==> src/rtl/core/pfcc_pkg.sv <==
// Shared types, constants and CRC step for the frame checker.
package pfcc_pkg;

  localparam int unsigned POS_W = 17;

  localparam logic [15:0]      CRC_INIT  = 16'hFFFF;
  localparam logic [15:0]      CRC_POLY  = 16'h1021;
  localparam logic [7:0]       TYPE_MASK = 8'h0F;
  localparam logic [POS_W-1:0] POS_MAX   = 17'h1FFFF;
  localparam logic [POS_W-1:0] POS_TYPE  = 17'd0;
  localparam logic [POS_W-1:0] POS_LEN_H = 17'd1;
  localparam logic [POS_W-1:0] POS_LEN_L = 17'd2;
  localparam logic [POS_W-1:0] HDR_BYTES = 17'd3;
  localparam logic [POS_W-1:0] OVERHEAD  = 17'd4;

  localparam logic KIND_DATA   = 1'b0;
  localparam logic KIND_STATUS = 1'b1;

  typedef struct packed {
    logic        kind;
    logic [7:0]  data_byte;
    logic [3:0]  frame_type;
    logic [15:0] payload_length;
    logic        frame_ok;
  } result_t;

  function automatic logic [15:0] crc_feed(input logic [15:0] crc, input logic [7:0] b);
    logic [15:0] c;
    c = crc ^ {b, 8'h00};
    for (int k = 0; k < 8; k++) begin
      if (c[15]) begin
        c = {c[14:0], 1'b0} ^ CRC_POLY;
      end else begin
        c = {c[14:0], 1'b0};
      end
    end
    return c;
  endfunction

endpackage

==> src/rtl/core/pfcc_if.sv <==


interface pfcc_out_if;
  logic        valid;
  logic        ready;
  logic        kind;
  logic [7:0]  data_byte;
  logic [3:0]  frame_type;
  logic [15:0] payload_length;
  logic        frame_ok;

  modport source (output valid, output kind, output data_byte, output frame_type,
                  output payload_length, output frame_ok, input ready);
  modport sink (input valid, input kind, input data_byte, input frame_type,
                input payload_length, input frame_ok, output ready);
endinterface

==> src/rtl/core/pfcc_out_buf.sv <==
// Two-entry skid buffer that holds result items for the output channel.
module pfcc_out_buf (
  input  logic              clk,
  input  logic              rst,
  input  logic              push,
  input  pfcc_pkg::result_t push_item,
  output logic              space,
  pfcc_out_if.source        results
);
  import pfcc_pkg::*;

  logic    main_valid;
  logic    skid_valid;
  result_t main_item;
  result_t skid_item;
  logic    pop;

  assign space = !skid_valid;
  assign pop   = main_valid && results.ready;

  always_ff @(posedge clk) begin
    if (rst) begin
      main_valid <= 1'b0;
      skid_valid <= 1'b0;
    end else if (skid_valid) begin
      if (pop) begin
        main_item  <= skid_item;
        skid_valid <= 1'b0;
      end
    end else if (push) begin
      if (!main_valid || pop) begin
        main_item  <= push_item;
        main_valid <= 1'b1;
      end else begin
        skid_item  <= push_item;
        skid_valid <= 1'b1;
      end
    end else if (pop) begin
      main_valid <= 1'b0;
    end
  end

  assign results.valid          = main_valid;
  assign results.kind           = main_item.kind;
  assign results.data_byte      = main_item.data_byte;
  assign results.frame_type     = main_item.frame_type;
  assign results.payload_length = main_item.payload_length;
  assign results.frame_ok       = main_item.frame_ok;

endmodule

==> src/flat_wrapper.sv <==
// flat-port wrapper written by rule: the top's interface ports become plain ports
module pfcc_out_buf_flat import pfcc_pkg::*;
  (clk, rst, push, push_item, space, results_valid, results_kind, results_data_byte, results_frame_type, results_payload_length, results_frame_ok, results_ready);
  pfcc_out_if results_i ();
  input  logic clk;
  input  logic rst;
  input  logic push;
  input  pfcc_pkg::result_t push_item;
  output logic space;
  output wire logic [$bits(results_i.valid)-1:0] results_valid;
  output wire logic [$bits(results_i.kind)-1:0] results_kind;
  output wire logic [$bits(results_i.data_byte)-1:0] results_data_byte;
  output wire logic [$bits(results_i.frame_type)-1:0] results_frame_type;
  output wire logic [$bits(results_i.payload_length)-1:0] results_payload_length;
  output wire logic [$bits(results_i.frame_ok)-1:0] results_frame_ok;
  input wire logic [$bits(results_i.ready)-1:0] results_ready;
  assign results_valid = results_i.valid;
  assign results_kind = results_i.kind;
  assign results_data_byte = results_i.data_byte;
  assign results_frame_type = results_i.frame_type;
  assign results_payload_length = results_i.payload_length;
  assign results_frame_ok = results_i.frame_ok;
  assign results_i.ready = results_ready;
  pfcc_out_buf u_core (.clk(clk), .rst(rst), .push(push), .push_item(push_item), .space(space), .results(results_i));
endmodule
==> config.mk <==
export PLATFORM = sky130hd
export DESIGN_NAME = pfcc_out_buf_flat
export DESIGN_NICKNAME = d
export VERILOG_FILES = /design/src/rtl/core/pfcc_pkg.sv /design/src/rtl/core/pfcc_if.sv /design/src/rtl/core/pfcc_out_buf.sv /design/src/flat_wrapper.sv
export SDC_FILE = /design/constraint.sdc
export NUM_CORES = 1
export LEC_CHECK = 0
export BUFFER_PORTS_ARGS = -buffer_cell sky130_fd_sc_hd__buf_2
export CAP_MARGIN = 20
export CORE_MARGIN = 2
export CORE_UTILIZATION = 45
export DETAILED_ROUTE_END_ITERATION = 7
export PLACE_DENSITY_LB_ADDON = 0.1
export SYNTH_ARGS = -nofsm -noshare
export SYNTH_HDL_FRONTEND = slang
export SYNTH_SLANG_ARGS = --single-unit
==> constraint.sdc <==
create_clock -name clk -period 10.25 [get_ports clk]
set_input_delay 1.025 -clock clk [delete_from_list [all_inputs] [get_ports clk]]
set_output_delay 1.025 -clock clk [all_outputs]
set_load 0.05 [all_outputs]
======== After elaboration in Yosys (flattened, before gate mapping) ========
Cells that the tools add are included.
operators by class
  shifts and indexed selects .............. 0
  div/mod/pow operators ................... 0
  add/subtract/negate cells ............... 0
  $lt $le $gt $ge ......................... 0
  multiply operators ...................... 0
  eq/ne operators ......................... 2
  bitwise logic cells ..................... 3
  mux-type cells .......................... 11
  reduce and logical (&&, ||, !) cells .... 10
operator list
  cell                                                                      number
  30-bit 2-to-1 mux                                                         4
  4-bit AND reduction                                                       2
  1-bit 2-to-1 mux                                                          7
  2-bit nonzero test                                                        3
  1-bit inverter                                                            3
  3-bit AND reduction                                                       1
  1-bit zero test                                                           2
  2-bit by 1-bit inequality test with 1-bit output (second input constant)  1
  2-bit inequality test (second input constant)                             1
  1-bit logical AND                                                         1
  1-bit logical OR                                                          1
word-level totals
  latch bits .............................. 0
  memory bits (read-only) ................. 0
  bits in registers ....................... 62
  output and inout bits ................... 32
  RAM bits ................................ 0
  memories ................................ 0

======== Logic depth before layout (Yosys ltp) ========
Gate-level depths: netlist of the first run.
  depth in word-level cells ............... 5
  mapped depth ............................ 4

======== Worst setup path before layout of the first run ========
OpenSTA, ideal clock, no wires.
  path type ............................... input-to-reg
  start point ............................. input port push
  end point ............................... register u_core.skid_item[0] in the netlist's numbering (enable)
  path slack .............................. 5.515 ns
  data required time ...................... 9.747 ns
  stages .................................. 2
  data arrival time ....................... 4.232 ns
  library setup time ...................... 0.503 ns
  path through ............................ nand2b_4 nor4b_1
between the ends
  word-level cells in the longest chain between the ends .. 1
RTL lines
  what                           line                source
  start, declared                flat_wrapper.sv:7   input logic push;
  4-bit AND reduction (no line)  n/a
  end signal, assigned           pfcc_out_buf.sv:35  skid_item <= push_item;
  end, declared                  pfcc_out_buf.sv:15  result_t skid_item;
No other way between the ends.
A chain may end at the register's enable or synchronous reset.

======== Worst setup path in the final report of the first run ========
  start point ............................. register u_core.skid_valid
  end point ............................... output port space
between the ends
  word-level cells in the longest chain between the ends .. 1
RTL lines
  what                    line                source
  start, declared         pfcc_out_buf.sv:13  logic skid_valid;
  start signal, assigned  pfcc_out_buf.sv:24  skid_valid <= 1'b0;
  start signal, assigned  pfcc_out_buf.sv:28  skid_valid <= 1'b0;
  start signal, assigned  pfcc_out_buf.sv:36  skid_valid <= 1'b1;
  1-bit zero test         pfcc_out_buf.sv:18  assign space = !skid_valid;
  end, declared           flat_wrapper.sv:9   output logic space;
No other way between the ends.

==> reports/qor.yml, run 1 <==
io_buffer_count: 65
worst-setup-path-type: "flip-flop to output pin"
gp_congestion: 0.6373
wl_mm: 3.885
synthDistinctLibCells: 16
yosysMostFrequentCell: "edfxtp_1"
antenna_found_initial: 0
startpoint_type: "flip-flop"
power_density_nw_per_um2: 189.2
nets: 215
ys.flop_type: "edfxtp_1"
worstPathRequired_ns: 9.23
power_frac_comb_pct: 10.8
hp-class: "flip-flop to flip-flop"
synthMuxAreaShare_pct: 15.17
synth_edf_count: 60
finClkSkew_ns: 0.003681
yosysTopAreaCell: "edfxtp_1"
critPathArrivalTime_ns: 1.54
grt_pass1_wl_mm: 5.733
r2r_slack_ns: 8.19
ir_drop_mv: 0.09396
slew_viol_final: 0
async_reset_ff_share_pct: 0
synth_xor_area_share_pct: 0
syn_inst: 107
min_path_cells: 1
cp-end-kind: "output pin"
grt-ovfl-total: 0
ys_seq_area_share_pct: 79.18
n_antenna_cell: 0
firstDrtPassIters: 2
max_stage_delay_ns: 0.89
cts_setup_buffers: 0
grt_use_met3_pct: 4.365
rows: 26
cts_resized: 0
syn-cell-area_um2: 2326
clk_latency_ns: 0.32
grt_use_total_pct: 14.79
yosys_warnings: 0
crit_path_max_fanout: 35
dpl.hpwl_mm: 2.562
synth_top_family_by_area: "multiplexers"
slew_headroom_pct: 43.03
tightest_slew_ns: 0.8546
grt_busiest_layer: "met2"
fin_tns_setup_ns: 0
vias: 1202
clock_sinks: 62
die_y_um: 75.90
path_clk_slew_ns: 0.06
fin_crit_sh_pct: 24.99
synth-compound-area-share_pct: 1.452
netSwitchingPower_mw: 0.1304
grt_pass1_vias: 1138
rsz0062_at_grt: "false"
ys_top_cells_by_count: "60 x edfxtp_1, 26 x mux2_2, 4 x mux2_4"
r2r_cells: 3
sequentialPowerShare_pct: 53.9
ys_ff_latch: 62
power.internal_mw: 0.4190
drcViolationCount: 0
ant_nets: 0
groute.layer.met2.usage_pct: 21.93
fillers: 412
area_delta_synth_final_pct: 24.80
die-area_um2: 5760
cts-hold-fix-buffers: 0
cts_buffer_depth: 2
synthSimpleGateAreaFrac_pct: 1.775
utilization_pct: 57.57
cap_violations: 0
crit_slowest_cell: "dfxtp_2"
path_cells: "inv_1 > buf_2"
netlist_top_cells_area: "edfxtp_1 77%, mux2_2 13%, mux2_4 2.6%, dfxtp_1 1.7%, buf_6 1.5%"
grt_util_met1_pct: 18.26
drt_iter0_drc: 57
finalNonFillerCells: 256
crit_family: "flip-flops"
synth_adder_area_share_pct: 0
routed_via_density: 4.695
syn_nets: 141
fmax_mhz: 390.4
p_leak_nw: 1.076
wire_per_inst_um: 15.18
cp.buffers_inverters: 2
finalHoldViolations: 0
power.total_mw: 0.5493
cts_max_level: 3
post-route-min-period_ns: 2.562
p_clk_share_pct: 35.3
yosysTopAreaCellShare_pct: 77.46
path_depth: 2
outcome: "finished clean"
drive_gt1_share_pct: 61.29
synth_area_per_cell_um2: 21.74
die_width_um: 75.90
numCtsBuffers: 9
root_buffer: "clkbuf_8"
grt_max_degree: 36
core_um2: 5042
setup_viol_count_final: 0
ios: 66
cts_tree: "built"
dp_cells: 240
start_util_pct: 46.13
switching_share_pct: 23.73
## sequential cells by signal, summed over array words and instances, names as in the netlist
signal and flops:
u_core.results.frame_ok 1, u_core.skid_valid 1, u_core.results.frame_type 4, u_core.results.kind 1, u_core.skid_item 30, u_core.results.valid 1, u_core.results.data_byte 8, u_core.results.payload_length 16
## kinds of logic (layout without fill, tap and decap cells)
family                 after synthesis  count (layout)
buffers and inverters                6              85
multiplexers                        30              30
flip-flops                          62              62
AND/OR/NAND/NOR                      5               5
AO/OA/AOI/OAI                        4               4
## final timing paths
check | startpoint | to
setup / recovery | u_core.skid_valid | space
hold / removal | u_core.skid_item[10] | u_core.results.payload_length[9]
setup reg to reg | u_core.skid_valid | u_core.results.payload_length[13]
hold reg to reg | u_core.skid_item[10] | u_core.results.payload_length[9]
## power groups by stage
stage / clock (mW) / combinational [mW] / sequential [mW]
6_report: 0.194 / 0.0595 / 0.296
5_1_grt: 0.212 / 0.0633 / 0.297
4_1_cts: 0.200 / 0.0605 / 0.296
3_5_place_dp: 0 / 0.0604 / 0.302
3_3_place_gp: 0 / 0.0588 / 0.301
2_1_floorplan: 0 / 0.0218 / 0.323
## per-stage QoR
step           hold slack, ns  instance area, um2  worst slack (ns)
3_5_place_dp           0.5338                2724             7.984
4_1_cts                0.5478                2903             7.643
2_1_floorplan          0.5231                2326             5.515
3_3_place_gp           0.5291                2724             8.021
6_report               0.5463                2903             7.688
5_1_grt                0.5615                2903             7.559
## cells in the final DEF (no fill, tap or decap)
cell / synthesis / final
nor2b_1: 1 / 1
mux2_4: 4 / 4
a221oi_4: 0 / 1
clkbuf_8: 0 / 9
clkinv_2: 0 / 2
buf_4: 0 / 2
o22ai_1: 1 / 1
a211oi_1: 1 / 1
buf_2: 0 / 65
a21oi_1: 1 / 1
mux2_2: 26 / 26
edfxtp_1: 60 / 60
inv_1: 2 / 2
nand2b_1: 1 / 1
dfxtp_1: 2 / 1
nand2_2: 1 / 1
clkinv_1: 0 / 4
nand2b_4: 1 / 1
nor4b_2: 0 / 1
dfxtp_2: 0 / 1
bufinv_16: 0 / 1
## area by class of cell
| class | instances | area [um2] | area share (%) |
|---|---|---|---|
| well taps | 70 | 87.58 | 3.017 |
| inverters | 2 | 7.507 | 0.2586 |
| flip-flops and latches | 62 | 1843 | 63.49 |
| clock buffers | 9 | 123.9 | 4.267 |
| clock inverters | 7 | 55.05 | 1.897 |
| repair buffers | 67 | 340.3 | 11.72 |
| multi-input cells | 39 | 445.4 | 15.34 |
## per-layer routing
layer	up-vias	part of all wire, %
li1	569	-
met4	0	2.0
met1	585	43
met2	40	49
met5	-	0
met3	8	5.6
(Power assumes the default switching activity.)
==> run 2, diff against run 1 <==
Clock period 10.25 ns to 2.5 ns, I/O delays scaled along.
==> run 2 against run 1 <==
Final cell count rose by 0.78%. First-iteration DRC count is 54% higher. Critical path type is now flip-flop to flip-flop. Sequential cell count stayed put. Worst setup slack worse by 6.9 ns.
==> reports/qor.yml, run 2 (synthesis results as in run 1) <==
cts_setup_buffers: 0
finClkSkew_ns: 0.008071
p_leak_nw: 1.104
drcViolationCount: 0
cap_violations: 0
fin_crit_sh_pct: 67.85
path_clk_slew_ns: 0.06
core_um2: 5042
cts_buffer_depth: 2
min_to: "u_core.skid_item[29]"
grt-ovfl-total: 0
power_density_nw_per_um2: 799.0
finalHoldViolations: 0
worst-setup-path-type: "flip-flop to flip-flop"
wl_mm: 3.880
grt_use_total_pct: 15.02
r2r-start: "u_core.skid_valid"
grt_max_degree: 26
drive_gt1_share_pct: 61.70
r2r_cells: 3
grt_pass1_vias: 1222
fmax_mhz: 589.5
place_area_um2: 2760
finish.instance_area_um2: 2964
utilization_pct: 58.78
startpoint_type: "flip-flop"
slew_headroom_pct: 70.90
cts_resized: 0
rsz0062_at_grt: "false"
critPathArrivalTime_ns: 1.72
die_y_um: 75.90
cp-end-kind: "flip-flop"
cts-hold-fix-buffers: 0
min_path_cells: 1
regMostFlops: "u_core.skid_item"
ios: 66
numCtsBuffers: 9
hp-class: "input pin to flip-flop"
grt_pass1_wl_mm: 5.975
fin_tns_setup_ns: 0
drt_iter0_drc: 88
gp_congestion: 0.7063
crit_start: "u_core.skid_valid"
root_buffer: "clkbuf_8"
setup_viol_count_final: 0
min_from: "push_item[29]"
final_common_cell: "buf_2"
final_cell_mix: "65 x buf_2, 60 x edfxtp_1, 26 x mux2_2"
largest_reg_flops: 30
firstDrtPassIters: 4
die-area_um2: 5760
r2r-end: "u_core.results.payload_length[6]"
tightest_slew_ns: 0.4364
area_delta_synth_final_pct: 27.43
clk_latency_ns: 0.33
post-route-min-period_ns: 1.696
io_buffer_count: 65
routed_via_density: 4.729
clock_sinks: 62
dpl.hpwl_mm: 2.641
ir_drop_mv: 0.5217
crit_path_max_fanout: 25
n_antenna_cell: 0
r2r_slack_ns: 0.80
cts_tree: "built"
rows: 26
worstPathRequired_ns: 2.53
wire_per_inst_um: 15.04
die_width_um: 75.90
outcome: "finished clean"
antenna_found_initial: 0
nets: 217
vias: 1220
ant_nets: 0
cts_max_level: 3
start_util_pct: 46.13
slew_viol_final: 0
## run 2: final cells by class
class                           count  area, um2
Inverter                            2      7.507
Fill cell                         417       2078
Clock buffer                       10      127.6
Clock inverter                      6      76.32
Sequential cell                    62       1843
Tap cell                           70      87.58
Multi-Input combinational cell     39      454.2
Timing Repair Buffer               69      367.9
## run 2: where the power goes
part | internal [mW] | switching [mW]
sequential | 1.19 | 0.0174
clock | 0.550 | 0.353
combinational | 0.0909 | 0.168
## run 2: per-layer routing
layer	GRT usage (%)	part of all wire, %	up-vias
li1	-	-	574
met4	6.433	0.77	0
met2	22.80	50	49
met3	7.275	7.1	4
met5	0	0	-
met1	18.33	43	593
## run 2: per-stage QoR
step	setup slack, ns	total power, mW	std cells	hold WS, ns
global placement	0.8107	1.484	242	0.4404
detailed placement	0.7818	1.490	242	0.4421
floorplan	0.1812	1.416	107	0.3285
global route	0.6765	2.462	258	0.08483
CTS	0.7775	2.396	258	0.09454
finish	0.8038	2.368	258	0.1082
## run 2: worst max-delay path by stage
stage          slack, ns                                 to  depth (start not counted)
4_1_cts             0.78  u_core.results.payload_length[13]                          3
5_1_grt             0.68  u_core.results.payload_length[10]                          3
3_3_place_gp        0.81  u_core.results.payload_length[13]                          3
2_1_floorplan       0.18                u_core.skid_item[0]                          1
6_report            0.80   u_core.results.payload_length[6]                          3
3_5_place_dp        0.78  u_core.results.payload_length[10]                          3
## run 2: worst max-delay path, cell delays in order (launching register included)
cell      delay [ns]
dfxtp_2         0.58
nand2_2         0.12
a221oi_4        0.45
buf_12          0.25
